<file path="src/design/fixed_point_index_range_search_assert.svh">
// Assertion macros for the fixed-point index range search block.
// Each macro expands to nothing when SYNTH is defined.
`ifndef FIXED_POINT_INDEX_RANGE_SEARCH_ASSERT_SVH
`define FIXED_POINT_INDEX_RANGE_SEARCH_ASSERT_SVH
`ifndef SYNTH
`define FPIRS_ASSERT(lbl, ck, rn, prop, msg) \
	lbl: assert property (@(posedge ck) disable iff (!rn) prop) else $error(msg);
`define FPIRS_NEVER(lbl, ck, rn, cond, msg) \
	`FPIRS_ASSERT(lbl, ck, rn, !(cond), msg)
`else
`define FPIRS_ASSERT(lbl, ck, rn, prop, msg)
`define FPIRS_NEVER(lbl, ck, rn, cond, msg)
`endif
`endif

</file>
<file path="src/design/fpirs_pkg.sv">
package fpirs_pkg;

	localparam int VALUE_W = 32;
	localparam int IDX_W   = 10;

	typedef enum logic [3:0] {
		S_LOAD = 4'b0001,
		S_ADDR = 4'b0010,
		S_CMP  = 4'b0100,
		S_DONE = 4'b1000
	} state_t;

	typedef struct packed {
		logic load;
		logic start;
		logic issue;
		logic compare;
		logic next_pass;
		logic publish;
	} ctl_cmd_t;

	typedef struct packed {
		logic live;
		logic pass_right;
		logic out_busy;
	} ctl_sts_t;

endpackage

</file>
<file path="src/design/fpirs_ctrl.sv">
module fpirs_ctrl (
	input  logic                clk,
	input  logic                arst_n,
	input  logic                in_valid,
	output logic                in_ready,
	input  logic                final_element,
	input  fpirs_pkg::ctl_sts_t sts,
	output fpirs_pkg::ctl_cmd_t cmd
);
	import fpirs_pkg::*;

	state_t state_q;
	state_t state_d;
	logic   accept;

	assign in_ready = (state_q == S_LOAD);
	assign accept   = in_valid && in_ready;

	always_comb begin
		state_d = state_q;
		cmd     = '0;
		unique case (state_q)
			S_LOAD: begin
				if (accept) begin
					cmd.load = 1'b1;
					if (final_element) begin
						cmd.start = 1'b1;
						state_d   = S_ADDR;
					end
				end
			end
			S_ADDR: begin
				if (sts.live) begin
					cmd.issue = 1'b1;
					state_d   = S_CMP;
				end else if (!sts.pass_right) begin
					cmd.next_pass = 1'b1;
				end else begin
					state_d = S_DONE;
				end
			end
			S_CMP: begin
				cmd.compare = 1'b1;
				state_d     = S_ADDR;
			end
			S_DONE: begin
				if (!sts.out_busy) begin
					cmd.publish = 1'b1;
					state_d     = S_LOAD;
				end
			end
			default: state_d = S_LOAD;
		endcase
	end

	always_ff @(posedge clk or negedge arst_n) begin
		if (!arst_n) begin
			state_q <= S_LOAD;
		end else begin
			state_q <= state_d;
		end
	end

endmodule

</file>
<file path="config.mk">
export PLATFORM = sky130hd
export DESIGN_NAME = fpirs_ctrl
export DESIGN_NICKNAME = d
export VERILOG_FILES = /design/src/design/fixed_point_index_range_search_assert.svh /design/src/design/fpirs_pkg.sv /design/src/design/fpirs_ctrl.sv
export SDC_FILE = /design/constraint.sdc
export NUM_CORES = 1
export LEC_CHECK = 0
export BUFFER_PORTS_ARGS = -buffer_cell sky130_fd_sc_hd__buf_2
export CORE_AREA = 2 2 39 41
export DETAILED_ROUTE_END_ITERATION = 16
export DIE_AREA = 0 0 41 43
export MAX_ROUTING_LAYER = met4
export SLEW_MARGIN = 5
export SYNTH_ARGS = -nofsm -noshare
export SYNTH_HDL_FRONTEND = slang
export SYNTH_SLANG_ARGS = --single-unit
</file>
<file path="constraint.sdc">
create_clock -name clk -period 1.5 [get_ports clk]
set_input_delay 0.15 -clock clk [delete_from_list [all_inputs] [get_ports clk]]
set_output_delay 0.15 -clock clk [all_outputs]
set_load 0.05 [all_outputs]
</file>
======== Word level (Yosys, flattened, before mapping) ========
Index checks and enable logic that the tools add are counted.
operators by class
  $add $sub $neg .......................... 0
  multipliers ............................. 0
  div/mod/pow operators ................... 0
  $lt $le $gt $ge ......................... 0
  equal/unequal tests ..................... 8
  shift operators ......................... 0
  muxes and demuxes ....................... 17
  bitwise gates (word level) .............. 0
  reduce and logical (&&, ||, !) cells .... 2
operator list
  operator                                                                count
  4-bit 2-to-1 mux                                                        5
  4-bit one-hot mux with 4 select lines                                   1
  1-bit 2-to-1 mux                                                        9
  4-bit by 1-bit equality test with 1-bit output (second input constant)  1
  4-bit by 2-bit equality test with 1-bit output (second input constant)  1
  4-bit by 3-bit equality test with 1-bit output (second input constant)  1
  4-bit equality test (second input constant)                             1
  2-bit 2-to-1 mux                                                        2
  2-bit by 1-bit != test with 1-bit output (second input constant)        2
  4-bit AND reduction                                                     1
  3-bit != test (second input constant)                                   1
  2-bit != test (second input constant)                                   1
  1-bit logical AND                                                       1
word-level totals
  flip-flop bits (word level) ............. 4
  bits in latches ......................... 0
  RAM bits ................................ 0
  bits in read-only memories .............. 0
  memories ................................ 0

======== Depth between registers and ports, before layout ========
  depth after elaboration ................. 4
  mapped depth ............................ 4
  depth with buffers taken out ............ 3

======== Worst setup path after synthesis ========
No wires, ideal clock.
  kind .................................... reg2reg
  from .................................... reg state_q[0]
  to ...................................... reg state_q[0]
  setup time .............................. 0.103 ns
  arrival ................................. 3.013 ns
  required time ........................... 1.397 ns
  setup slack ............................. -1.616 ns
  stages on the path, launching flop included .. 4
  cell sequence ........................... dfstp_2 -> nor4b_1 -> and3_1 -> a31oi_1
between the ends
  cells in the longest elaborated chain, start to end .. 4
  elaborated cells on any way between the ends .. 11
  classes of those cells .................. eq/ne (8); mux (1); reduce/logical (2)
ends and longest elaborated chain
  what                                                       line              source
  start, declared                                            fpirs_ctrl.sv:12  state_t state_q;
  start signal, assigned                                     fpirs_ctrl.sv:60  state_q <= state_d;
  4-bit by 1-bit equality test with 1-bit output *           fpirs_ctrl.sv:16  assign in_ready = (state_q == S_LOAD);
  named net in_ready                                         fpirs_ctrl.sv:5   output logic in_ready,
  1-bit logical AND                                          fpirs_ctrl.sv:17  assign accept = in_valid && in_ready;
  2-bit by 1-bit != test with 1-bit output (no source line)  n/a
  4-bit AND reduction (no source line)                       n/a
Mark *: on every way through the listed nets, which the timed path passes. The rest lies on a longest branch.
A chain may end at the register's enable or synchronous reset.

==> metrics.md <==
| Metric | Value |
|---|---|
| Outcome | finished with violations |
| Failing checks | setup timing |
| Synth unique cells | 21 |
| Clk_lat worst skew | 0.24 ns |
| Antenna cells | 0 |
| Die width | 41 µm |
| FF-to-FF Start | state_q[2] |
| Synthesis-stage register bit count | 4 |
| CP startpoint kind | flip-flop |
| Post-route antenna net violation count | 0 |
| CTS clk-pin slew, worst paths | 0.04 ns |
| FILL cells | 134 |
| Top reg by flops | state_q |
| Hold Crit Class | in -> reg |
| Syn Std Cell Area | 283 µm² |
| Ys flop type | dfrtp_1 |
| Synth top area cells | dfrtp_1 (27%), dfstp_2 (9.3%), nand2b_1 (6.6%) |
| Num CTS Buffers | 3 |
| Register-to-Register Path Depth | 5 |
| MaxCap Viol Count | 0 |
| Core Util, Final | 0.417 |
| Adder-Cell Fraction of Synth Area | 0 |
| XOR/XNOR Fraction of Synth Area | 0 |
| Max reg flops | 4 |
| Most frequent cells in the layout | buf_6 (8), buf_2 (6), buf_4 (4) |
| Initial core utilization | 0.204 |
| Startpoint of the worst hold path | sts[2] |
| Wire per inst | 11.0 µm |
| Main combinational cell family by area after synthesis | simple AND/OR/NAND/NOR gates |
| RR Endpoint | state_q[1] |
| # H-tree levels | 1 |
| Worst hold stages | 3 |
| Drt drc | 0 |
| Die Ht | 43 µm |
| Layout area overhead | 104% |
| Worst Setup End Kind | output pin |
| Asr flop ratio synth | 1.00 |
| Placed insts | 63 |
| Post-synth EDFFs | 0 |
| Yosys top cell by area | dfrtp_1 |
| Die ar. | 1760 µm² |
| Top flop regs | state_q (4) |
| Initial drt markers | 10 |
| Placed cell area | 425 µm² |
| Largest fanout on the critical path | 3 |
| Total Wirelength | 781 µm |
| Share of cells above drive strength 1 | 0.636 |
| Global-route wire length before repair | 1240 µm |
| Critical Path AT | 1.50 ns |
| Largest net degree at the start of global routing | 9 |
| Synth Warn # | 0 |
| Power Dens Cells | 772 nW/µm² |
| DP HPWL | 536 µm |
| Number of clock sinks | 4 |
| P_leak | 0.267 nW |
| Post-synthesis mux area share | 0 |
| Period minus WS final | 1.65 ns |
| Max Transition Viols Final | 0 |
| Gpl congestion | 0.748 |
| GRT Overall Usage | 0.109 |
| Critical Path RT | 1.35 ns |
| RSZ-0062 raised after global routing | true |
| Post-Synth Simple-Gate Area | 0.434 |
| Fmax | 0.605 GHz |
| Post-Synthesis Cells | 31 |
| Final WS setup | -0.153 ns |
| FP Rows | 14 |
| Avg Vias per Cell | 4.35 |
| Sequential fraction of the synthesis area | 0.358 |
| Synth Net Count | 38 |
| Boundary Pins | 14 |
| Root buffer cell | clkbuf_4 |
| CTS tree | built |
| Port Buffers | 13 |
| Max_slew headroom | 0.818 |
| Grt ovf | 0 |
| Initial antenna violation count | 0 |
| Final worst-path cycle share | 1.10 |
| Via count | 309 |
| VDD IR max | 0.244 mV |
| Commonest non-fill, non-tap cell in the layout | buf_6 |
| Area share of the largest cell type after synthesis | 0.265 |
| Layout Cells excl Fill | 71 |
| Vias in the first global route | 301 |
| Compound-Gate Fraction of Synth Area | 0.115 |
| First-pass DRT Iterations | 4 |
| Design area | 577 µm² |
| Final hold vios | 0 |
| Synthesized area per cell | 9.12 µm² |
| Core ar. | 1380 µm² |
| CTS max path bufs | 2 |
| Slew @ Worst Pin | 0.271 ns |
| Layout Nets | 63 |
| R2R setup slack | 0.17 ns |
| Setup Skew | 0.00575 ns |
| Final setup fails | 5 |
| Crit path kind | reg -> out |
| Fin Hold WS | 0.185 ns |
| WHS Endpoint | state_q[2] |
-- stage by stage --
stage          TNS [ns]  worst slack [ns]  total power, mW
3_5_place_dp          0            0.0274            0.252
5_1_grt          -0.737            -0.219            0.467
2_1_floorplan     -1.09            -0.266            0.212
3_3_place_gp          0            0.0328            0.252
4_1_cts          -0.455            -0.158            0.429
6_report         -0.454            -0.153            0.445
-- how the worst max path moves through the flow --
stage	end	slack, ns	from	cells past startpoint
global route	cmd[1]	-0.22	state_q[2]	3
CTS	cmd[1]	-0.16	state_q[2]	3
finish	cmd[1]	-0.15	state_q[2]	3
detailed placement	cmd[1]	0.03	state_q[0]	3
global placement	cmd[1]	0.03	state_q[2]	3
floorplan	cmd[4]	-0.27	state_q[0]	2
-- per-layer routing --
layer  up-vias  global-route usage  part of all wire
li1        160                   -                 -
met1       144               0.144              0.41
met2         5               0.144              0.56
met3         0              0.0157             0.027
met4         0              0.0800                 0
met5         -                   -                 0
-- cells by family (layout without fill, tap and decap cells) --
group,count (synthesis),after routing
and+or+nand+nor,17,17
DFF,4,4
AOI/OAI and AO/OA,5,5
buffers and inverters,5,29
-- worst max-delay path: stages, from the launching register on --
cell,delay [ns]
dfrtp_2,0.39
or4b_4,0.54
nor3_4,0.15
buf_6,0.18
-- layout make-up --
type / count / area, µm² / area share
Multi-Input combinational cell: 22 / 211 / 0.367
Timing Repair Buffer: 22 / 205 / 0.356
Sequential cell: 4 / 103 / 0.178
Clock buffer: 4 / 26.3 / 0.0456
Tap cell: 16 / 20.0 / 0.0347
Inverter: 3 / 11.3 / 0.0195
-- where the power goes --
group / switching, mW / internal [mW]
Clock: 0.0512 / 0.100
Combinational: 0.0883 / 0.0822
Sequential: 0.00627 / 0.117
-- repair_timing --
| item | CTS | global route |
|---|---|---|
| resized for setup | 13 | 12 |
| setup endpoints to repair | 6 | 7 |
| buffers inserted | 1 | 2 |
| hold buffers | 1 | 0 |
| pin swaps | 4 | 2 |
| hold endpoints to repair | 4 | 0 |
-- Yosys cell counts, drive strengths merged (2+ instances only) --
cell and n:
a31oi 2, dfrtp 3, inv 3, nand2b 3, nor3 3, nor2 2
buf 2
(Power assumes the default switching activity.)
